===== config.mk =====
export PLATFORM = sky130hd
export DESIGN_NAME = ccpt_vertex
export DESIGN_NICKNAME = d
export VERILOG_FILES = /design/src/rtl/ccpt_pkg.sv /design/src/rtl/ccpt_vertex.sv
export SDC_FILE = /design/constraint.sdc
export NUM_CORES = 2
export LEC_CHECK = 0
export BUFFER_PORTS_ARGS = -buffer_cell sky130_fd_sc_hd__buf_2
export CORE_MARGIN = 2
export CORE_UTILIZATION = 69
export CTS_CLUSTER_SIZE = 16
export DETAILED_ROUTE_END_ITERATION = 7
export PLACE_DENSITY_LB_ADDON = 0.2
export SLEW_MARGIN = 20
export SYNTH_ARGS = -nofsm -noshare
export SYNTH_HDL_FRONTEND = slang
export SYNTH_SLANG_ARGS = --single-unit

===== constraint.sdc =====
create_clock -name clk -period 36.7 [get_ports clk]
set_clock_uncertainty 0.1 [all_clocks]
set_input_delay 3.67 -clock clk [delete_from_list [all_inputs] [get_ports clk]]
set_output_delay 3.67 -clock clk [all_outputs]
set_load 0.02 [all_outputs]

===== src/rtl/ccpt_pkg.sv =====
`default_nettype none
package ccpt_pkg;

  localparam int SAMPLE_WIDTH = 18;
  localparam int COEF_WIDTH = 21;
  localparam int FRAC_BITS = 16;
  localparam int CLAMP_WIDTH = 32;
  localparam int IDX_WIDTH = 5;
  localparam int TABLE_DEPTH = 24;
  localparam int TBL_IDX_W = $clog2(TABLE_DEPTH);
  localparam int NUM_CH = 3;
  localparam int NUM_TERMS = 7;
  localparam int ENABLE_WIDTH = 24;
  localparam int CFG_IDX_WIDTH = 1;
  localparam int CFG_DATA_WIDTH = ENABLE_WIDTH;
  localparam logic [ENABLE_WIDTH-1:0] ENABLE_RESET = '1;

  localparam int V_STAGES = 5;
  localparam int A_STAGES = 4;

  localparam int PROD_W = 2 * SAMPLE_WIDTH;
  localparam int V4_NAT = PROD_W + 1 - FRAC_BITS;
  localparam int V4_W = (V4_NAT > CLAMP_WIDTH) ? CLAMP_WIDTH : V4_NAT;
  localparam int PXYZ_W = V4_W + SAMPLE_WIDTH;
  localparam int V7_NAT = PXYZ_W + 1 - FRAC_BITS;
  localparam int V7_W = (V7_NAT > CLAMP_WIDTH) ? CLAMP_WIDTH : V7_NAT;
  localparam int V47_W = (V4_W > V7_W) ? V4_W : V7_W;
  localparam int VERT_W = (SAMPLE_WIDTH > V47_W) ? SAMPLE_WIDTH : V47_W;
  localparam int TERM_PROD_W = COEF_WIDTH + VERT_W;
  localparam int TERM_W = TERM_PROD_W + 1 - FRAC_BITS;
  localparam int SUM_BASE_W = (TERM_W > COEF_WIDTH) ? TERM_W : COEF_WIDTH;
  localparam int SUM_W = SUM_BASE_W + 3;

  localparam logic signed [63:0] ROUND_HALF = 64'sd1 <<< (FRAC_BITS - 1);

  typedef enum logic {
    OP_SAMPLE = 1'b0,
    OP_LOAD   = 1'b1
  } op_t;

  typedef enum logic [CFG_IDX_WIDTH-1:0] {
    CFG_TERM_ENABLES = 1'b0,
    CFG_BYPASS       = 1'b1
  } cfg_reg_t;

  typedef struct packed {
    op_t                            op;
    logic [IDX_WIDTH-1:0]           coef_index;
    logic signed [COEF_WIDTH-1:0]   coef_value;
    logic signed [SAMPLE_WIDTH-1:0] sx;
    logic signed [SAMPLE_WIDTH-1:0] sy;
    logic signed [SAMPLE_WIDTH-1:0] sz;
  } in_item_t;

  typedef struct packed {
    op_t                            op;
    logic [IDX_WIDTH-1:0]           coef_index;
    logic signed [COEF_WIDTH-1:0]   coef_value;
    logic signed [SAMPLE_WIDTH-1:0] raw_x;
    logic signed [SAMPLE_WIDTH-1:0] raw_y;
    logic signed [SAMPLE_WIDTH-1:0] raw_z;
    logic signed [VERT_W-1:0]       v_x;
    logic signed [VERT_W-1:0]       v_y;
    logic signed [VERT_W-1:0]       v_z;
    logic signed [VERT_W-1:0]       v_xy;
    logic signed [VERT_W-1:0]       v_xz;
    logic signed [VERT_W-1:0]       v_yz;
    logic signed [VERT_W-1:0]       v_xyz;
  } vert_item_t;

  // Round half up: floor((p + half) / 2^FRAC_BITS).
  function automatic logic signed [63:0] round_q(input logic signed [63:0] p);
    return (p + ROUND_HALF) >>> FRAC_BITS;
  endfunction

  function automatic logic signed [63:0] sat_w(input logic signed [63:0] v,
                                               input int unsigned w);
    logic signed [63:0] hi;
    logic signed [63:0] lo;
    hi = (64'sd1 <<< (w - 1)) - 64'sd1;
    lo = -hi - 64'sd1;
    if (v > hi) begin
      return hi;
    end else if (v < lo) begin
      return lo;
    end else begin
      return v;
    end
  endfunction

endpackage
`default_nettype wire


===== src/rtl/ccpt_vertex.sv =====
`default_nettype none
module ccpt_vertex (
  input  logic                     clk,
  input  logic                     rst_n,
  input  logic [2:0]               keep_ch,
  input  logic                     up_valid,
  output logic                     up_ready,
  input  ccpt_pkg::in_item_t       up_item,
  output logic                     dn_valid,
  input  logic                     dn_ready,
  output ccpt_pkg::vert_item_t     dn_item
);
  import ccpt_pkg::*;

  logic [V_STAGES-1:0] val_r;
  logic [V_STAGES-1:0] rdy;

  in_item_t it1_r;
  in_item_t it2_r;
  in_item_t it3_r;
  in_item_t it4_r;
  vert_item_t dn_r;

  logic signed [SAMPLE_WIDTH-1:0] m1 [NUM_CH];
  logic signed [SAMPLE_WIDTH-1:0] m2_r [NUM_CH];
  logic signed [SAMPLE_WIDTH-1:0] m3_r [NUM_CH];
  logic signed [SAMPLE_WIDTH-1:0] m4_r [NUM_CH];

  logic signed [PROD_W-1:0] pxy2_r;
  logic signed [PROD_W-1:0] pxz2_r;
  logic signed [PROD_W-1:0] pyz2_r;
  logic signed [V4_W-1:0]   vxy3_r;
  logic signed [V4_W-1:0]   vxz3_r;
  logic signed [V4_W-1:0]   vyz3_r;
  logic signed [V4_W-1:0]   vxy4_r;
  logic signed [V4_W-1:0]   vxz4_r;
  logic signed [V4_W-1:0]   vyz4_r;
  logic signed [PXYZ_W-1:0] pxyz4_r;

  always_comb begin
    rdy[V_STAGES-1] = !val_r[V_STAGES-1] || dn_ready;
    for (int k = V_STAGES - 2; k >= 0; k--) begin
      rdy[k] = !val_r[k] || rdy[k+1];
    end
  end

  assign up_ready = rdy[0];

  always_ff @(posedge clk) begin
    if (!rst_n) begin
      val_r <= '0;
    end else begin
      if (rdy[0]) begin
        val_r[0] <= up_valid;
      end
      for (int k = 1; k < V_STAGES; k++) begin
        if (rdy[k]) begin
          val_r[k] <= val_r[k-1];
        end
      end
    end
  end

  always_comb begin
    m1[0] = keep_ch[0] ? it1_r.sx : '0;
    m1[1] = keep_ch[1] ? it1_r.sy : '0;
    m1[2] = keep_ch[2] ? it1_r.sz : '0;
  end

  always_ff @(posedge clk) begin
    if (rdy[0] && up_valid) begin
      it1_r <= up_item;
    end
    if (rdy[1] && val_r[0]) begin
      it2_r  <= it1_r;
      m2_r   <= m1;
      pxy2_r <= m1[0] * m1[1];
      pxz2_r <= m1[0] * m1[2];
      pyz2_r <= m1[1] * m1[2];
    end
    if (rdy[2] && val_r[1]) begin
      it3_r  <= it2_r;
      m3_r   <= m2_r;
      vxy3_r <= V4_W'(sat_w(round_q(64'(pxy2_r)), CLAMP_WIDTH));
      vxz3_r <= V4_W'(sat_w(round_q(64'(pxz2_r)), CLAMP_WIDTH));
      vyz3_r <= V4_W'(sat_w(round_q(64'(pyz2_r)), CLAMP_WIDTH));
    end
    if (rdy[3] && val_r[2]) begin
      it4_r   <= it3_r;
      m4_r    <= m3_r;
      vxy4_r  <= vxy3_r;
      vxz4_r  <= vxz3_r;
      vyz4_r  <= vyz3_r;
      pxyz4_r <= vxy3_r * m3_r[2];
    end
    if (rdy[4] && val_r[3]) begin
      dn_r.op         <= it4_r.op;
      dn_r.coef_index <= it4_r.coef_index;
      dn_r.coef_value <= it4_r.coef_value;
      dn_r.raw_x      <= it4_r.sx;
      dn_r.raw_y      <= it4_r.sy;
      dn_r.raw_z      <= it4_r.sz;
      dn_r.v_x        <= VERT_W'(m4_r[0]);
      dn_r.v_y        <= VERT_W'(m4_r[1]);
      dn_r.v_z        <= VERT_W'(m4_r[2]);
      dn_r.v_xy       <= VERT_W'(vxy4_r);
      dn_r.v_xz       <= VERT_W'(vxz4_r);
      dn_r.v_yz       <= VERT_W'(vyz4_r);
      dn_r.v_xyz      <= VERT_W'(sat_w(round_q(64'(pxyz4_r)), CLAMP_WIDTH));
    end
  end

  assign dn_valid = val_r[V_STAGES-1];
  assign dn_item  = dn_r;

  a_dn_hold: assert property (@(posedge clk) disable iff (!rst_n)
    dn_valid && !dn_ready |=> dn_valid && $stable(dn_item))
    else $error("Vertex output word changed while held.");

endmodule
`default_nettype wire


# == Word level (Yosys, flattened, before mapping) ==
# Index checks and enable logic that the tools add are counted.
# word_totals
ff_bits,986
out_inout_bits,251
word_cells,99
# classes
n_addsub,4
n_mul,4
n_lt_le_gt_ge,8
n_mux,7
n_reduce_logical,15
# ops
cell,count
"36-bit by 17-bit adder with 37-bit output, second input constant",3
18-bit by 18-bit multiplier with 36-bit output,3
"21-bit by 32-bit > comparator with 1-bit output, second input constant",3
"21-bit by 32-bit < comparator with 1-bit output, second input constant",3
21-bit two-way mux,3
18-bit two-way mux,3
"39-bit by 17-bit adder with 40-bit output, second input constant",1
21-bit by 18-bit multiplier with 39-bit output,1
"24-bit by 32-bit > comparator with 1-bit output, second input constant",1
"24-bit by 32-bit < comparator with 1-bit output, second input constant",1
24-bit two-way mux,1
1-bit logical AND,5
1-bit logical NOT,5
1-bit logical OR,5

# == Longest topological paths before layout ==
# depth
ltp_word,7
mapped_depth,28
ltp_nobuf,26

# == Worst setup path after synthesis ==
# Ideal clock, no wire load.
# synth_timing
kind,input to register
start,in dn_ready
end,"reg it4_r[0] (netlist bit), enable pin"
arrival_ns,19.732
required_time_ns,35.455
setup_slack_ns,15.723
cell_stages,2
path_buffers,0
path_cell_list,nor2b_1 -> a21boi_0
# synth_between
elab_chain_cells,3
# synth_lines
element,line_no,source
from (decl),ccpt_vertex.sv:10,"input logic dn_ready,"
1-bit logical OR,ccpt_vertex.sv:41,rdy[V_STAGES-1] = !val_r[V_STAGES-1] || dn_ready;
1-bit logical OR,ccpt_vertex.sv:43,rdy[k] = !val_r[k] || rdy[k+1];
1-bit logical AND,ccpt_vertex.sv:88,if (rdy[3] && val_r[2]) begin
to (signal assigned),ccpt_vertex.sv:89,it4_r <= it3_r;
to (decl),ccpt_vertex.sv:21,in_item_t it4_r;
# Every way passes these cells.
# A chain may end at the register's enable or synchronous reset.

# == Worst setup path in the final report ==
# layout_timing
start,in keep_ch[1]
end,"reg pyz2_r[34], data pin"
# layout_between
elab_chain_cells,2
# layout_lines
element,line_no,source
from (decl),ccpt_vertex.sv:5,"input logic [2:0] keep_ch,"
18-bit two-way mux,ccpt_vertex.sv:66,m1[1] = keep_ch[1] ? it1_r.sy : '0;
18-bit by 18-bit multiplier with 36-bit output,ccpt_vertex.sv:79,pyz2_r <= m1[1] * m1[2];
to (signal assigned),ccpt_vertex.sv:79,
to (decl),ccpt_vertex.sv:31,logic signed [PROD_W-1:0] pyz2_r;
# Every way passes these cells.

==> out/summary.txt <==
Warnings, synthesis: 0
Synthesized cell area: 76740 sq um
Wire length of the first global-routing pass: 281000 microns
Total of max-cap violations: 0
Fin. Hold Viols: 0
Status: complete, no violations
Clock-pin transition on the worst setup and hold timing paths: 0.06 ns
Num ports: 339
Count of state elements after synthesis: 926
Number of nets still failing antenna checks after routing: 0
Core region area: 110500 sq um
Clock sinks: 926
Portion of synthesized cell area occupied by the leading cell type: 0.3604
Critical path cell sequence: buf_2 -> and2_1 -> inv_1 -> nor2_1 -> fa_1 -> fa_1 -> ha_1 -> inv_1 -> fa_1 -> inv_1 -> fa_1 -> inv_1 -> fa_1 -> inv_1 -> ha_1 -> and3_1 -> and3_1 -> nand4_1 -> a2bb2oi_1 -> o21a_1 -> a21oi_1 -> a311o_1 -> a21oi_1 -> xnor2_1
Count of nets after finishing: 8664
Die H: 337.5 microns
Antenna violations before repair: 9
Effective utilization at floorplan: 0.6944
Post CTS Setup Buffer Count: 0
Share of cells above drive strength 1: 0.08342
Cell count after placement: 8247
Most frequently used cell type in the post-synthesis netlist: sky130_fd_sc_hd__inv_1
Clk Latency, worst-skew pair: 0.73 ns
Clock tree from TritonCTS: built
Post-route DRC violation count: 0
GR Util All Layers: 0.3268
Top cells by area, synth: sky130_fd_sc_hd__edfxtp_1, sky130_fd_sc_hd__fa_1, sky130_fd_sc_hd__inv_1, sky130_fd_sc_hd__ha_1, sky130_fd_sc_hd__nand2_1
Worst Hold Class: reg2reg
Hpwl dp: 129400 microns
Synth Net Count: 8411
Max-slew violations: 0
Leak pwr: 37.95 nW
Setup TNS: 0 ns
Data required time of the critical path: 37.05 ns
Crit start category: input pin
Routability congestion estimate: 0.9620
Root buffer cell: sky130_fd_sc_hd__clkbuf_16
Detail-routed via count per cell: 5.611
Row cnt: 122
DRC marker count from the first detailed-route iteration: 3633
Final min period: 11.52 ns
Die width: 337.5 microns
Critical-path cell with the highest stage delay: sky130_fd_sc_hd__and2_1
CP max FO: 22
Count of different cell masters after synthesis: 70
Non-filler cells in the finished layout: 8424
Number of global-route vias before repair: 51876
Final wirelength: 174800 microns
Total congestion overflow: 0
Most common flop cell mapped by yosys: sky130_fd_sc_hd__edfxtp_1
Total CTS buffers: 93
Sequential area share after synthesis: 0.3617
Ys async rst share: 0
Top cells by count, synth: sky130_fd_sc_hd__inv_1, sky130_fd_sc_hd__fa_1, sky130_fd_sc_hd__edfxtp_1
Largest stage delay on the critical path: 0.87 ns
Clock Tree Buf Depth: 3
Total via count after detailed routing: 47263
# resized after CTS: 0
Nature of the critical path endpoint: flop
Final Cycle Share: 0.3138
Worst slew margin: 0.1738
Buffers on Ports: 338
Maximum frequency from static timing analysis: 86.82 MHz
Mean Syn Cell Area: 11.63 sq um
Least-Margin Pin Slew: 1.238 ns
Power per Cell Area: 54.01 nW/um^2
Number of detailed-route iterations in the first pass: 6
CTS H-Tree Depth: 3
Worst path arrival time: 11.87 ns
Startpoint-to-endpoint class of the critical path: in2reg
Dominant cell type by area after synthesis: sky130_fd_sc_hd__edfxtp_1
Peak supply drop: 0.08206 mV
Unrepaired setup endpoints after global routing: false
Synthesized instance count: 6601
Hold-fix buffers, CTS: 0
Maximum number of pins on one net before global-route repair: 79
Area growth syn-to-layout: 8.150%
Number of enable flip-flop cells after synthesis: 921
Wire per inst: 20.75 microns
Setup violators final: 0
Die outline area: 113900 sq um
[through the flow]
stage | cell area (sq um) | power [W] | util | hold slack (ns) | setup WS, ns
final | 83000 | 0.004483 | 0.7510 | 0.2867 | 25.18
after global routing | 83000 | 0.004855 | 0.7510 | 0.2782 | 24.77
after CTS | 82980 | 0.004509 | 0.7508 | 0.2847 | 25.30
after detailed placement | 79880 | 0.003525 | 0.7228 | 0.3045 | 24.55
after global placement | 79880 | 0.003443 | 0.7228 | 0.3004 | 24.91
after floorplan | 76740 | 0.003036 | - | 0.3003 | 15.72
[placed cells by master, fill, tap and decap left out, types with 7 or more instances in the layout]
master,n
sky130_fd_sc_hd__clkinv_16,7
sky130_fd_sc_hd__inv_1,1591
sky130_fd_sc_hd__nand4_1,22
sky130_fd_sc_hd__clkinv_2,15
sky130_fd_sc_hd__buf_2,338
sky130_fd_sc_hd__bufinv_16,9
sky130_fd_sc_hd__o21a_1,20
sky130_fd_sc_hd__edfxtp_1,921
sky130_fd_sc_hd__nor2b_1,13
sky130_fd_sc_hd__fa_1,1360
sky130_fd_sc_hd__buf_4,84
sky130_fd_sc_hd__and2_1,130
sky130_fd_sc_hd__o21ai_0,29
sky130_fd_sc_hd__xnor2_1,144
sky130_fd_sc_hd__nand2_1,909
sky130_fd_sc_hd__clkbuf_16,93
sky130_fd_sc_hd__xor2_1,52
sky130_fd_sc_hd__ha_1,362
sky130_fd_sc_hd__clkbuf_1,15
sky130_fd_sc_hd__nand3_1,44
sky130_fd_sc_hd__o21bai_1,8
sky130_fd_sc_hd__nor3_1,16
sky130_fd_sc_hd__and3_1,22
sky130_fd_sc_hd__a21o_1,21
sky130_fd_sc_hd__nor2_1,480
sky130_fd_sc_hd__nand2b_1,13
sky130_fd_sc_hd__clkinv_1,36
sky130_fd_sc_hd__a21oi_1,52
sky130_fd_sc_hd__diode_2,7
[worst paths after layout]
path	depth (start not counted)	slack, ns	endpoint	start
worst max register to register	23	28.07	pyz2_r[34]	it1_r[35]
worst min-delay path	0	0.29	dn_item[182]	it4_r[14]
worst max-delay path	24	25.18	pyz2_r[34]	keep_ch[1]
worst min register to register	0	0.29	dn_item[182]	it4_r[14]
[cell type report]
cell class                      count  area [sq um]
Antenna cell                        7         17.52
Clock buffer                      108          2384
Clock inverter                     62         714.4
Fill cell                        7170         27520
Inverter                         1611          6047
Multi-Input combinational cell   3800         41900
Sequential cell                   926         27760
Tap cell                         1488          1862
Timing Repair Buffer              422          2322
[routing by layer]
metal	track usage	vias to the layer above	share of wire
li1	-	20328	-
met4	0.1626	6	0.058
met2	0.5326	2413	0.48
met3	0.07290	616	0.099
met1	0.4180	23900	0.36
met5	0.007234	-	0.00080
[power breakdown]
part | internal [W] | total, W | switching [W]
Clock | 0.000536 | 0.000952 | 0.000416
Sequential | 0.00135 | 0.00142 | 0.0000681
Combinational | 0.000894 | 0.00211 | 0.00122
[critical path, delay by kind of cell]
family                     cells  cell delay [ns]
AOI/OAI and AO/OA              5             1.13
xor gates and xnor gates       1             0.08
adders and majority gates      7             3.51
buffers and inverters          6             1.56
and+or+nand+nor                5             1.89
[sequential cells by signal (all words and copies together) (netlist names), 24 cells and up]
register	cells
it4_r	81
it3_r	81
it1_r	81
pxyz4_r	24
m3_r	54
m2_r	54
it2_r	81
dn_item	222
m4_r	54
[kinds of logic (layout without fill, tap and decap cells)]
kind of cell	after synthesis	after routing	synth area share
xor+xnor	196	196	0.02237
mux	1	1	0.0001304
compound gates	207	207	0.01837
flops	926	926	0.3617
buf+inv	1875	2203	0.09309
simple gates	1674	1674	0.09057
other cells	0	7	0
fa+ha+maj	1722	1722	0.4138
(Power assumes the default switching activity.)
