[src/rtl/ccpt_pkg.sv]
`default_nettype none
package ccpt_pkg;

  localparam int SAMPLE_WIDTH = 18;
  localparam int COEF_WIDTH = 21;
  localparam int FRAC_BITS = 16;
  localparam int CLAMP_WIDTH = 32;
  localparam int IDX_WIDTH = 5;
  localparam int TABLE_DEPTH = 24;
  localparam int TBL_IDX_W = $clog2(TABLE_DEPTH);
  localparam int NUM_CH = 3;
  localparam int NUM_TERMS = 7;
  localparam int ENABLE_WIDTH = 24;
  localparam int CFG_IDX_WIDTH = 1;
  localparam int CFG_DATA_WIDTH = ENABLE_WIDTH;
  localparam logic [ENABLE_WIDTH-1:0] ENABLE_RESET = '1;

  localparam int V_STAGES = 5;
  localparam int A_STAGES = 4;

  localparam int PROD_W = 2 * SAMPLE_WIDTH;
  localparam int V4_NAT = PROD_W + 1 - FRAC_BITS;
  localparam int V4_W = (V4_NAT > CLAMP_WIDTH) ? CLAMP_WIDTH : V4_NAT;
  localparam int PXYZ_W = V4_W + SAMPLE_WIDTH;
  localparam int V7_NAT = PXYZ_W + 1 - FRAC_BITS;
  localparam int V7_W = (V7_NAT > CLAMP_WIDTH) ? CLAMP_WIDTH : V7_NAT;
  localparam int V47_W = (V4_W > V7_W) ? V4_W : V7_W;
  localparam int VERT_W = (SAMPLE_WIDTH > V47_W) ? SAMPLE_WIDTH : V47_W;
  localparam int TERM_PROD_W = COEF_WIDTH + VERT_W;
  localparam int TERM_W = TERM_PROD_W + 1 - FRAC_BITS;
  localparam int SUM_BASE_W = (TERM_W > COEF_WIDTH) ? TERM_W : COEF_WIDTH;
  localparam int SUM_W = SUM_BASE_W + 3;

  localparam logic signed [63:0] ROUND_HALF = 64'sd1 <<< (FRAC_BITS - 1);

  typedef enum logic {
    OP_SAMPLE = 1'b0,
    OP_LOAD   = 1'b1
  } op_t;

  typedef enum logic [CFG_IDX_WIDTH-1:0] {
    CFG_TERM_ENABLES = 1'b0,
    CFG_BYPASS       = 1'b1
  } cfg_reg_t;

  typedef struct packed {
    op_t                            op;
    logic [IDX_WIDTH-1:0]           coef_index;
    logic signed [COEF_WIDTH-1:0]   coef_value;
    logic signed [SAMPLE_WIDTH-1:0] sx;
    logic signed [SAMPLE_WIDTH-1:0] sy;
    logic signed [SAMPLE_WIDTH-1:0] sz;
  } in_item_t;

  typedef struct packed {
    op_t                            op;
    logic [IDX_WIDTH-1:0]           coef_index;
    logic signed [COEF_WIDTH-1:0]   coef_value;
    logic signed [SAMPLE_WIDTH-1:0] raw_x;
    logic signed [SAMPLE_WIDTH-1:0] raw_y;
    logic signed [SAMPLE_WIDTH-1:0] raw_z;
    logic signed [VERT_W-1:0]       v_x;
    logic signed [VERT_W-1:0]       v_y;
    logic signed [VERT_W-1:0]       v_z;
    logic signed [VERT_W-1:0]       v_xy;
    logic signed [VERT_W-1:0]       v_xz;
    logic signed [VERT_W-1:0]       v_yz;
    logic signed [VERT_W-1:0]       v_xyz;
  } vert_item_t;

  // Round half up: floor((p + half) / 2^FRAC_BITS).
  function automatic logic signed [63:0] round_q(input logic signed [63:0] p);
    return (p + ROUND_HALF) >>> FRAC_BITS;
  endfunction

  function automatic logic signed [63:0] sat_w(input logic signed [63:0] v,
                                               input int unsigned w);
    logic signed [63:0] hi;
    logic signed [63:0] lo;
    hi = (64'sd1 <<< (w - 1)) - 64'sd1;
    lo = -hi - 64'sd1;
    if (v > hi) begin
      return hi;
    end else if (v < lo) begin
      return lo;
    end else begin
      return v;
    end
  endfunction

endpackage
`default_nettype wire

[src/rtl/ccpt_coef_table.sv]
`default_nettype none
module ccpt_coef_table (
  input  logic                                     clk,
  input  logic                                     we,
  input  logic [ccpt_pkg::IDX_WIDTH-1:0]           widx,
  input  logic signed [ccpt_pkg::COEF_WIDTH-1:0]   wdata,
  output logic signed [ccpt_pkg::COEF_WIDTH-1:0]   coef [ccpt_pkg::TABLE_DEPTH]
);
  import ccpt_pkg::*;

  logic signed [COEF_WIDTH-1:0] tbl_r [TABLE_DEPTH];

  always_ff @(posedge clk) begin
    if (we && (widx < IDX_WIDTH'(TABLE_DEPTH))) begin
      tbl_r[widx[TBL_IDX_W-1:0]] <= wdata;
    end
  end

  assign coef = tbl_r;

endmodule
`default_nettype wire

[config.mk]
export PLATFORM = sky130hd
export DESIGN_NAME = ccpt_coef_table
export DESIGN_NICKNAME = d
export VERILOG_FILES = /design/src/rtl/ccpt_pkg.sv /design/src/rtl/ccpt_coef_table.sv
export SDC_FILE = /design/constraint.sdc
export NUM_CORES = 1
export LEC_CHECK = 0
export BUFFER_PORTS_ARGS = -buffer_cell sky130_fd_sc_hd__buf_2
export CAP_MARGIN = 30
export CORE_AREA = 5 5 204 206
export DETAILED_ROUTE_END_ITERATION = 16
export DIE_AREA = 0 0 209 211
export PLACE_DENSITY = 0.72
export SYNTH_ARGS = -nofsm -noshare
export SYNTH_HDL_FRONTEND = slang
export SYNTH_SLANG_ARGS = --single-unit
export TNS_END_PERCENT = 50
[constraint.sdc]
create_clock -name clk -period 4.65 [get_ports clk]
set_input_delay 0.93 -clock clk [delete_from_list [all_inputs] [get_ports clk]]
set_output_delay 0.93 -clock clk [all_outputs]
set_load 0.02 [all_outputs]
* Word level (Yosys, flattened, before mapping) *
Index checks and enable logic that the tools add are counted.
W data, S select, Z words.

word-level totals
  register bits after elaboration = 504
  input bits = 28
  logic and storage cells = 33

cells by class
  order comparisons = 3
  mux-type cells = 3
  bitwise operators = 1
  reduce and logical (&&, ||, !) cells = 2

operators with widths
  cell                  number
  $bwmux W504           1
  $demux W21 S5         1
  $mux W21              1
  $ge A6 B6 Y1 const B  1
  $lt A6 B1 Y1 const B  1
  $not A5 Y6            1
  $lt A5 B5 Y1 const B  1
  $logic_and A1 B1 Y1   2

* Depth between registers and ports, before layout *
Gate-level depths: netlist (run 1).

  depth in word-level cells = 6
  mapped depth = 3
  gate-level depth less buffers = 2

* Least setup slack after synthesis (run 1) *
No wires, ideal clock.

  kind = input -> register
  start point = input port widx[1] (netlist name)
  end point = register tbl_r, in the netlist coef[63] (enable)
  library setup time = 0.399 ns
  data arrival time = 2.223 ns
  required time = 4.251 ns
  setup slack = 2.029 ns
  cell stages on the path = 3
  path through = or2_1 > clkbuf_1 > nor2_1

between the ends
  longest elaborated chain between the ends = 2

RTL lines
  element                        RTL line               text
  start, declared                ccpt_coef_table.sv:5   input logic [ccpt_pkg::IDX_WIDTH-1:0] widx,
  $lt A5 B5 Y1                   ccpt_coef_table.sv:14  if (we && (widx < IDX_WIDTH'(TABLE_DEPTH))) begin
  $logic_and A1 B1 Y1            ccpt_coef_table.sv:14
  end signal, assigned by index  ccpt_coef_table.sv:15  tbl_r[widx[TBL_IDX_W-1:0]] <= wdata;
  end, declared                  ccpt_coef_table.sv:11  logic signed [COEF_WIDTH-1:0] tbl_r [TABLE_DEPTH];

No other way between the ends.
A chain may end at the register's enable or synchronous reset.

* Final worst setup path (run 1) *
  start point = input port widx[3] (netlist name)
  end point = register tbl_r, in the netlist coef[407] (enable)

The elaborated chain is that of the path after synthesis.

==> results of run 1 <==
## placed cells by master, fill, tap and decap left out, drive strengths merged
master    synthesis  routed
buf               0     553
bufinv            0       5
clkbuf            1      58
clkinv            0      19
clkinvlp          0       2
edfxtp          504     504
inv               0       1
nand2             1       1
nand2b            2       2
nand4b            2       2
nand4bb           3       3
nor2             24      24
or2               1       1
or4b              1       1
## critical path: stages
cell	delay (ps)
sky130_fd_sc_hd__buf_2	130
sky130_fd_sc_hd__nand4bb_1	580
sky130_fd_sc_hd__nor2_2	960
## power by group
part / internal (uW) / switching (uW) / leakage, uW / total [uW]
Combinational: 46.3 / 228 / 0.00228 / 275
Clock: 2200 / 1540 / 0.000741 / 3740
Sequential: 5060 / 13.8 / 0.00454 / 5070
Total: 7300 / 1780 / 0.00756 / 9080
## metrics by stage
stage	hold slack [ps]	power, uW	util [%]
after floorplan	1030	5250	-
after global placement	1370	5430	47.5
after detailed placement	1370	5440	47.9
after CTS	935	9170	51.7
after global routing	955	9390	51.9
final	972	9080	51.9
## worst min-delay path by stage
stage,startpoint,end,slack [ps],depth (start not counted)
after floorplan,wdata[0],coef[0],1030,0
after global placement,coef[290],coef[290],1370,1
after detailed placement,coef[312],coef[312],1370,1
after CTS,wdata[13],coef[433],940,1
after global routing,wdata[13],coef[433],950,1
final,wdata[13],coef[433],970,1
## area by class of cell
type	instances	area share [%]
clock inverters	27	1.25
clock buffers	58	6.16
flip-flops and latches	504	73.9
well taps	525	3.21
multi-input cells	34	1.15
repair buffers	553	14.3
## kinds of logic after synthesis
group                  after synthesis  share of synthesized area, %
buffers and inverters                1                        0.0245
flip-flops                         504                          98.8
AND/OR/NAND/NOR                     34                          1.22
## routing by layer
metal | share of wire, % | up-vias
met5 | 0.025 | -
met2 | 50 | 571
met3 | 11 | 67
met4 | 2.4 | 2
li1 | - | 3392
met1 | 37 | 4096
==> results_tabular.tex, run 1 <==
\begin{tabular}{lr}
\hline
Metric & Value \\
\hline
\multicolumn{2}{l}{\textbf{Yosys}} \\
Biggest area consumer among synthesized cells & sky130\_fd\_sc\_hd\_\_edfxtp\_1 \\
Top cell type's share of synthesized area & 98.8\% \\
Net Count, Synth & 567 \\
Post-synthesis sequential area ratio & 98.8\% \\
Most used standard cells in the synthesized netlist & sky130\_fd\_sc\_hd\_\_edfxtp\_1 (504), sky130\_fd\_sc\_hd\_\_nor2\_1 (20), sky130\_fd\_sc\_hd\_\_nor2\_2 (4) \\
Post-synth EDFFs & 504 \\
Area contributors post-synth & sky130\_fd\_sc\_hd\_\_edfxtp\_1 (99\%), sky130\_fd\_sc\_hd\_\_nor2\_1 (0.49\%), sky130\_fd\_sc\_hd\_\_nand4bb\_1 (0.22\%) \\
Avg Inst Size Synth & 28.4 um\^{}2 \\
Flops \& latches, synth & 504 \\
Number of standard cells after synthesis & 539 \\
Warnings, synthesis & 0 \\
FFs w/ async S/R, synth & 0\% \\
Count of cell types in the netlist & 10 \\
Leading register cell type out of synthesis & sky130\_fd\_sc\_hd\_\_edfxtp\_1 \\
Library cell with the highest instance count after synthesis & sky130\_fd\_sc\_hd\_\_edfxtp\_1 \\
Post-synthesis instance area & 15300 um\^{}2 \\
\multicolumn{2}{l}{\textbf{Routing}} \\
Final Routed Wirelength & 44.8 mm \\
DRC & 0 \\
Drt wl/cell & approximately 26 um \\
Vias per cell & approximately 4.8 \\
Iteration count of the initial detailed-routing pass & 4 \\
Routed Antenna Nets & 0 \\
Total number of vias & 8128 \\
Iter 0 DRT Violations & $\sim$680 \\
\multicolumn{2}{l}{\textbf{STA}} \\
Share of the cycle needed by the critical path after routing & 52.6\% \\
Post-Route Setup TNS & 0 ps \\
Setup Viol. Count Final & 0 \\
Setup repair after global routing missed its margin & false \\
Relative max-transition margin & 34.4\% \\
Number of hold violations in the final report & 0 \\
Highest clock frequency the design can meet & 0.409 GHz \\
Final critical-path setup slack & about 2200 ps \\
Least-Margin Pin Slew & 984 ps \\
Time the final worst path needs with I/O delays and setup & 2450 ps \\
Final Max Slew Viols & 0 \\
\multicolumn{2}{l}{\textbf{Pwr}} \\
Max rail drop VDD & around 300 uV \\
Leak pwr & $\sim$0.0076 uW \\
Power density relative to cell area & 444 nW/um\^{}2 \\
\multicolumn{2}{l}{\textbf{CTS}} \\
Number of clock sinks & 504 \\
\# resized after CTS & 0 \\
Clock-pin slew of the registers on the worst-case setup and hold paths & approximately 60 ps \\
Post-CTS Setup Repair Bufs & 0 \\
Hold Buf Count CTS & 0 \\
TritonCTS Buffers & 47 \\
H-tree level count & 2 \\
Maximum clock path buffer count & 3 \\
Clock tree from TritonCTS & yes \\
Clock tree root buffer cell & sky130\_fd\_sc\_hd\_\_clkbuf\_16 \\
\multicolumn{2}{l}{\textbf{Place}} \\
Pre-CTS worst setup slack & 1580 ps \\
Number of placed instances with taps included & between 1500 and 2000 \\
GPL Wtd Cong & 0.782 \\
Count of port buffers added during placement & 531 \\
DPL Wire Length & 28.7 mm \\
Post-placement cell area & 18900 um\^{}2 \\
\multicolumn{2}{l}{\textbf{Setup path}} \\
Crit path to & coef[407] \\
Origin of the worst setup path & widx[3] \\
Worst-path maximum fanout & 21 \\
Critical Path AT & 2620 ps \\
Critical path data required time & just under 5000 ps \\
CP Class & input port to flop \\
Sort of element at the start of the critical path & input port \\
Worst Setup End Kind & flop \\
\multicolumn{2}{l}{\textbf{Global routing}} \\
First-pass GRT wire length & 60.7 mm \\
Met1 Track Usage GR & about a quarter \\
Met3 Track Usage GR & 6.07\% \\
Met2 track demand over resource in global routing & around 32\% \\
Global route overflow & 0 \\
Maximum number of pins on one net before global-route repair & 25 \\
Vias in the first global route & 8156 \\
Initial antenna violation count & 2 \\
GRT Total Usage & around 19\% \\
Layer carrying the most global-route usage & met2 \\
\multicolumn{2}{l}{\textbf{Job}} \\
Number of violations of the max-capacitance limit & 0 \\
\multicolumn{2}{l}{\textbf{Final layout}} \\
Area taken by flip-flops and latches & 15100 um\^{}2 \\
Final cell count without fillers & 1701 \\
Number of flip-flops in the largest register & 504 \\
Final antenna diode count & 0 \\
Fill cell count & 3137 \\
Area delta synth->final & 33.5\% \\
Non-Filler Cell Area, Final & between 20000 and 25000 um\^{}2 \\
Final-stage net count & 1168 \\
Total area of multi-input combinational cells & 235 um\^{}2 \\
Share of final-layout standard cells stronger than drive strength 1 & 54.7\% \\
\multicolumn{2}{l}{\textbf{Min path}} \\
Class of the tightest hold or removal check & input port to flop \\
\multicolumn{2}{l}{\textbf{Floorplanning}} \\
Standard-cell row count & 73 \\
DIE AREA & 44100 um\^{}2 \\
Boundary Pins & 532 \\
Area of the core region & 39500 um\^{}2 \\
Die Height & $\sim$210 um \\
Horizontal die dimension & 209 um \\
Initial Util & 38.8\% \\
\multicolumn{2}{l}{\textbf{Outcome}} \\
Outcome & finished, final reports clean \\
\hline
\end{tabular}
Power figures use the tool's default switching activity.
==> run 2, diff against run 1 <==
CORE_AREA = 5 5 206 208   (was 5 5 204 206)
DIE_AREA = 0 0 211 213   (was 0 0 209 211)
PLACE_DENSITY = 0.71   (was 0.72)
clock period = 2.5 ns   (was 4.65 ns; I/O delays follow)
==> run 2 against run 1 <==
Compared with the run above: die area rose by 1.9%; hold slack got worse by 440 ps; clock power grew 77%; critical path type is now flop to primary output; largest cell class unchanged; largest power group unchanged.
==> results_tabular.tex, run 2 (synthesis gave the netlist of run 1 again) <==
\begin{tabular}{lr}
\hline
Metric & Value \\
\hline
\multicolumn{2}{l}{\textbf{Final layout}} \\
Final-stage net count & 1172 (+0.34\%) \\
Non-Filler Cell Area, Final & 20300 um\^{}2 (-0.70\%) \\
Number of flip-flops in the largest register & 504 (unchanged) \\
Leading cell types in the layout, fill and taps excluded & sky130\_fd\_sc\_hd\_\_buf\_2 (531), sky130\_fd\_sc\_hd\_\_edfxtp\_1 (504), sky130\_fd\_sc\_hd\_\_clkbuf\_16 (49) \\
Most common library cell in the layout ignoring fill and taps & sky130\_fd\_sc\_hd\_\_buf\_2 \\
Share of final-layout standard cells stronger than drive strength 1 & 54.3\% (-0.39 points) \\
Final antenna diode count & 0 (unchanged) \\
Area delta synth->final & 32.6\% \\
\multicolumn{2}{l}{\textbf{CTS}} \\
Post-CTS Setup Repair Bufs & 0 (unchanged) \\
\# resized after CTS & 0 (unchanged) \\
TritonCTS Buffers & 48 (+2.1\%) \\
Clock-pin slew of the registers on the worst-case setup and hold paths & 60 ps (about the same) \\
Clock tree root buffer cell & sky130\_fd\_sc\_hd\_\_clkbuf\_16 \\
Number of clock sinks & 504 (unchanged) \\
Maximum clock path buffer count & 3 (unchanged) \\
Clock tree from TritonCTS & yes \\
Hold Buf Count CTS & 0 (unchanged) \\
H-tree level count & 2 (unchanged) \\
\multicolumn{2}{l}{\textbf{Setup path}} \\
Critical Path Slowest Stage Cell & sky130\_fd\_sc\_hd\_\_edfxtp\_1 \\
CP Class & flop to primary output \\
Critical path buffer and inverter count & 1 (unchanged) \\
Critical path data required time & 2000 ps (-2820 ps) \\
Worst-path maximum fanout & 1 (-95\%) \\
Top cell family by delay on the critical path & flip-flops \\
Slowest cell delay on critical path & 410 ps (-550 ps) \\
Sort of element at the start of the critical path & flop \\
Cell chain of the critical path & buf\_2 \\
Critical Path AT & 1150 ps (-1470 ps) \\
Worst Setup End Kind & primary output \\
\multicolumn{2}{l}{\textbf{Routing}} \\
Iteration count of the initial detailed-routing pass & 5 (+1) \\
Final Routed Wirelength & 44.9 mm (+0.14\%) \\
Total number of vias & 8191 (+0.78\%) \\
Routed Antenna Nets & 0 (unchanged) \\
Iter 0 DRT Violations & 796 (+18\%) \\
Vias per cell & 4.79 (+0.19\%) \\
Drt wl/cell & 26.2 um (-0.45\%) \\
DRC & 0 (unchanged) \\
\multicolumn{2}{l}{\textbf{Place}} \\
Post-placement cell area & 18900 um\^{}2 (about the same) \\
Count of port buffers added during placement & 531 (unchanged) \\
DPL Wire Length & 28.0 mm (-2.2\%) \\
GPL Wtd Cong & 0.755 (-3.4\%) \\
\multicolumn{2}{l}{\textbf{STA}} \\
Post-Route Setup TNS & 0 ps (unchanged) \\
Least-Margin Pin Slew & 811 ps (-173 ps) \\
Worst hold slack & 533 ps (-439 ps) \\
Share of the cycle needed by the critical path after routing & around two thirds \\
Highest clock frequency the design can meet & 0.605 GHz \\
Number of hold violations in the final report & 0 (unchanged) \\
Final Max Slew Viols & 0 (unchanged) \\
Setup repair after global routing missed its margin & false \\
Time the final worst path needs with I/O delays and setup & 1650 ps \\
Setup Viol. Count Final & 0 (unchanged) \\
Relative max-transition margin & 45.9\% (+12 points) \\
\multicolumn{2}{l}{\textbf{Pwr}} \\
Sequential share of power & 56.9\% (+1.1 points) \\
Portion of total power attributed to the clock network & 40.0\% (-1.1 points) \\
Cell internal pwr & 13300 uW (+82\%) \\
Power density relative to cell area & 815 nW/um\^{}2 (+84\%) \\
Net switching component of the power & 3310 uW (+86\%) \\
Leak pwr & 0.00750 uW (-0.73\%) \\
Comb power frac & 3.1\% (about the same) \\
Max rail drop VDD & 588 uV (+95\%) \\
Switching fraction of total power & 20.0\% (+0.36 points) \\
\multicolumn{2}{l}{\textbf{Global routing}} \\
Vias in the first global route & 8243 (+1.1\%) \\
Initial antenna violation count & 5 (+3) \\
Global route overflow & 0 (unchanged) \\
Maximum number of pins on one net before global-route repair & 25 (unchanged) \\
GRT Total Usage & 19.0\% (-0.42 points) \\
First-pass GRT wire length & 59.8 mm (-1.4\%) \\
\multicolumn{2}{l}{\textbf{Floorplanning}} \\
DIE AREA & 44900 um\^{}2 (+1.9\%) \\
Area of the core region & 40400 um\^{}2 (+2.3\%) \\
Die Height & 213 um (+0.95\%) \\
Boundary Pins & 532 (unchanged) \\
Horizontal die dimension & 211 um (+0.96\%) \\
Standard-cell row count & 74 (+1.4\%) \\
Initial Util & 38.0\% (-0.88 points) \\
\multicolumn{2}{l}{\textbf{Outcome}} \\
Outcome & finished, final reports clean \\
\multicolumn{2}{l}{\textbf{Job}} \\
Number of violations of the max-capacitance limit & 0 (unchanged) \\
\multicolumn{2}{l}{\textbf{Min path}} \\
Class of the tightest hold or removal check & input port to flop \\
\hline
\end{tabular}
-- run 2: path summary, 6_finish.rpt --
| check | startpoint | endpoint | slack, ps | depth (start not counted) |
|---|---|---|---|---|
| min | wdata[2] | coef[254] | 530 | 1 |
| max | coef[168] | coef[168] | 850 | 1 |
-- run 2: power by group through the flow --
stage	registers, uW	logic, uW	clock network (uW)
final	9430	511	6630
after global placement	9610	511	0
after detailed placement	9610	520	0
after floorplan	9730	34.2	0
after CTS	9430	520	6790
after global routing	9430	531	7160
-- run 2: layer usage --
layer  part of all wire, %  global-route usage, %  up-vias
met5                 0.076                      0        -
met4                   3.0                   6.57        4
met3                    11                   6.42       78
met2                    48                   30.2      573
met1                    37                   24.7     4136
li1                      -                      -     3400
-- run 2: layout make-up --
class	count	area, um^2
clock buffer	61	1270
clock inverter	24	158
fill	3246	20000
multi-input combinational	34	238
sequential	504	15100
tap	532	666
timing repair buffer	556	2860
-- run 2: through the flow --
step | utilization, % | cells | setup WS, ps | power (uW)
2_1_floorplan | - | 539 | 309 | 9760
3_3_place_gp | 46.8 | 1626 | 492 | 10100
3_5_place_dp | 46.8 | 1626 | 463 | 10100
4_1_cts | 50.3 | 1711 | 789 | 16700
5_1_grt | 50.3 | 1711 | 785 | 17100
6_report | 50.3 | 1711 | 848 | 16600
==> run 3, diff against run 2 <==
CORE_AREA = 5 5 204 206   (was 5 5 206 208)
DIE_AREA = 0 0 209 211   (was 0 0 211 213)
PLACE_DENSITY = 0.74   (was 0.71)
clock period = 1.5 ns   (was 2.5 ns; I/O delays follow)
==> run 3 against run 2 <==
Compared with the run above: core utilization is 2.6 points higher; flip-flop and latch count unchanged; die area decreased by 1.9%; first-iteration DRC count down 20%; non-clock buffer count up 13; global-route usage up 0.47 points; total power increased by 69%; clock power increased by 72%; clock-buffer cell count up 3; sequential share of layout area decreased by 2.0 points; routed wire length decreased by 0.46%; worst setup slack got worse by 810 ps; critical endpoint is now coef[321].
==> results_tabular.tex, run 3 (synthesis gave the netlist of run 1 again) <==
\begin{tabular}{lr}
\hline
Metric & Value \\
\hline
\multicolumn{2}{l}{\textbf{Outcome}} \\
Outcome & finished, final reports clean \\
\multicolumn{2}{l}{\textbf{STA}} \\
Setup Viol. Count Final & 0 (unchanged) \\
Setup repair after global routing missed its margin & true \\
Relative max-transition margin & 43.1\% (-2.8 points) \\
Time the final worst path needs with I/O delays and setup & about 1500 ps \\
Least-Margin Pin Slew & 854 ps (+42.7 ps) \\
Share of the cycle needed by the critical path after routing & between 90\% and 100\% \\
Highest clock frequency the design can meet & 0.686 GHz \\
Number of hold violations in the final report & 0 (unchanged) \\
Final Max Slew Viols & 0 (unchanged) \\
\multicolumn{2}{l}{\textbf{Routing}} \\
Iter 0 DRT Violations & 638 (-20\%) \\
Total number of vias & 8249 (+0.71\%) \\
Final Routed Wirelength & 44.7 mm (-0.46\%) \\
Routed Antenna Nets & 0 (unchanged) \\
Iteration count of the initial detailed-routing pass & 4 (-1) \\
Vias per cell & 4.80 (+0.36\%) \\
Drt wl/cell & 26.0 um (-0.81\%) \\
DRC & 0 (unchanged) \\
\multicolumn{2}{l}{\textbf{Pwr}} \\
Net switching component of the power & 5520 uW (+67\%) \\
Max rail drop VDD & 1510 uV (+160\%) \\
Comb power frac & 3.3\% (+0.2 points) \\
Cell internal pwr & 22500 uW (+70\%) \\
Leak pwr & 0.00767 uW (+2.2\%) \\
Power density relative to cell area & 1340 nW/um\^{}2 (+65\%) \\
Sequential share of power & 56.1\% (-0.8 points) \\
Switching fraction of total power & 19.7\% (-0.28 points) \\
Portion of total power attributed to the clock network & 40.6\% (+0.6 points) \\
\multicolumn{2}{l}{\textbf{Final layout}} \\
Most common library cell in the layout ignoring fill and taps & sky130\_fd\_sc\_hd\_\_buf\_2 \\
Area delta synth->final & 36.2\% \\
Final core area utilization & 52.9\% (+2.6 points) \\
Share of final-layout standard cells stronger than drive strength 1 & 55.2\% (+0.89 points) \\
Leading cell types in the layout, fill and taps excluded & sky130\_fd\_sc\_hd\_\_buf\_2 (529), sky130\_fd\_sc\_hd\_\_edfxtp\_1 (504), sky130\_fd\_sc\_hd\_\_clkbuf\_16 (49) \\
Final cell count without fillers & 1717 (+0.35\%) \\
Final-stage net count & 1184 (+1.0\%) \\
Number of flip-flops in the largest register & 504 (unchanged) \\
\multicolumn{2}{l}{\textbf{Global routing}} \\
GRT Total Usage & 19.4\% (+0.47 points) \\
Initial antenna violation count & 1 (-4) \\
Vias in the first global route & 8395 (+1.8\%) \\
Met1 Track Usage GR & 24.5\% (-0.24 points) \\
Met3 Track Usage GR & 7.01\% (+0.59 points) \\
Layer carrying the most global-route usage & met2 \\
Met2 track demand over resource in global routing & 31.9\% (+1.7 points) \\
Global route overflow & 0 (unchanged) \\
Maximum number of pins on one net before global-route repair & 25 (unchanged) \\
First-pass GRT wire length & 61.2 mm (+2.3\%) \\
\multicolumn{2}{l}{\textbf{Setup path}} \\
CP Class & flop to primary output \\
Crit path to & coef[321] \\
Slowest cell delay on critical path & 420 ps (about the same) \\
Origin of the worst setup path & coef[321] \\
Critical path buffer and inverter count & 1 (unchanged) \\
Number of stages on the worst setup path & 1 (unchanged) \\
Cell chain of the critical path & buf\_2 \\
Worst-path maximum fanout & 1 (unchanged) \\
Sort of element at the start of the critical path & flop \\
Top cell family by delay on the critical path & flip-flops \\
Critical Path Slowest Stage Cell & sky130\_fd\_sc\_hd\_\_edfxtp\_1 \\
Critical path data required time & 1200 ps (-800 ps) \\
Worst Setup End Kind & primary output \\
Critical Path AT & 1160 ps (about the same) \\
\multicolumn{2}{l}{\textbf{CTS}} \\
Clock tree from TritonCTS & yes \\
Hold Buf Count CTS & 0 (unchanged) \\
Clock-pin slew of the registers on the worst-case setup and hold paths & 70 ps (about the same) \\
Clock tree root buffer cell & sky130\_fd\_sc\_hd\_\_clkbuf\_16 \\
Post-CTS Setup Repair Bufs & 0 (unchanged) \\
H-tree level count & 2 (unchanged) \\
Number of clock sinks & 504 (unchanged) \\
Maximum clock path buffer count & 3 (unchanged) \\
TritonCTS Buffers & 47 (-2.1\%) \\
\multicolumn{2}{l}{\textbf{Place}} \\
DPL Wire Length & 27.8 mm (-0.63\%) \\
Count of port buffers added during placement & 531 (unchanged) \\
GPL Wtd Cong & 0.773 (+2.4\%) \\
Number of placed instances with taps included & 1632 (+0.37\%) \\
\multicolumn{2}{l}{\textbf{Floorplanning}} \\
Die Height & 211 um (-0.94\%) \\
Standard-cell row count & 73 (-1.4\%) \\
Boundary Pins & 532 (unchanged) \\
DIE AREA & 44100 um\^{}2 (-1.9\%) \\
Horizontal die dimension & 209 um (-0.95\%) \\
Initial Util & 38.8\% (+0.88 points) \\
Area of the core region & 39500 um\^{}2 (-2.3\%) \\
\multicolumn{2}{l}{\textbf{Min path}} \\
Class of the tightest hold or removal check & input port to flop \\
\multicolumn{2}{l}{\textbf{Job}} \\
Number of violations of the max-capacitance limit & 0 (unchanged) \\
\hline
\end{tabular}
==> run 3: cell types whose count changed in the layout (fill, tap and decap cells not counted), moves of 3 or more <==
cell and change:
sky130_fd_sc_hd__buf_12 +27, sky130_fd_sc_hd__buf_4 -14, sky130_fd_sc_hd__nor2_2 -12, sky130_fd_sc_hd__nor2_4 +12
sky130_fd_sc_hd__clkinv_1 -8, sky130_fd_sc_hd__clkbuf_1 +3, sky130_fd_sc_hd__diode_2 +3
==> run 3: power by group through the flow <==
| stage | clock network (uW) | logic, uW | registers [uW] |
|---|---|---|---|
| global placement | 0 | 927 | 16000 |
| floorplan | 0 | 77.4 | 16200 |
| CTS | 11600 | 940 | 15700 |
| detailed placement | 0 | 939 | 16000 |
| global route | 12300 | 964 | 15700 |
| finish | 11400 | 924 | 15700 |
==> run 3: timing repair <==
| action | 4_1_cts | 5_1_grt |
|---|---|---|
| gates resized for setup | 4 | 0 |
| setup endpoints to repair | 2 | 3 |
| gates cloned | 0 | 0 |
==> run 3: routing by layer <==
metal | part of all wire, % | vias to the layer above
li1 | - | 3429
met5 | 0 | -
met3 | 12 | 67
met4 | 2.6 | 0
met1 | 37 | 4166
met2 | 49 | 587
==> run 3: how the worst min path moves through the flow <==
stage / depth (start not counted) / slack [ps] / from / end
after floorplan: 0 / 400 / wdata[0] / coef[0]
after CTS: 1 / 310 / wdata[13] / coef[13]
after global routing: 1 / 320 / wdata[13] / coef[181]
after detailed placement: 1 / 740 / coef[313] / coef[313]
final: 1 / 340 / wdata[13] / coef[13]
after global placement: 1 / 740 / coef[163] / coef[163]
==> run 3: layout make-up <==
type                       count  area [um^2]
timing repair buffer         569         3310
clock buffer                  64         1280
clock inverter                18          190
tap                          525          657
antenna                        3         7.51
multi-input combinational     34          303
fill                        3032        18600
sequential                   504        15100
==> run 3: stage by stage <==
stage | hold WS, ps | setup TNS, ps | setup slack, ps | instance area, um^2 | total power (uW)
detailed placement | 744 | -55590 | -255 | 19400 | 17000
CTS | 308 | -4.08 | -4.08 | 20900 | 28300
finish | 345 | 0 | 42.4 | 20900 | 28000
floorplan | 399 | -53390 | -191 | 15400 | 16300
global route | 321 | -35.4 | -22.7 | 20900 | 28900
global placement | 745 | -48160 | -237 | 19400 | 16900
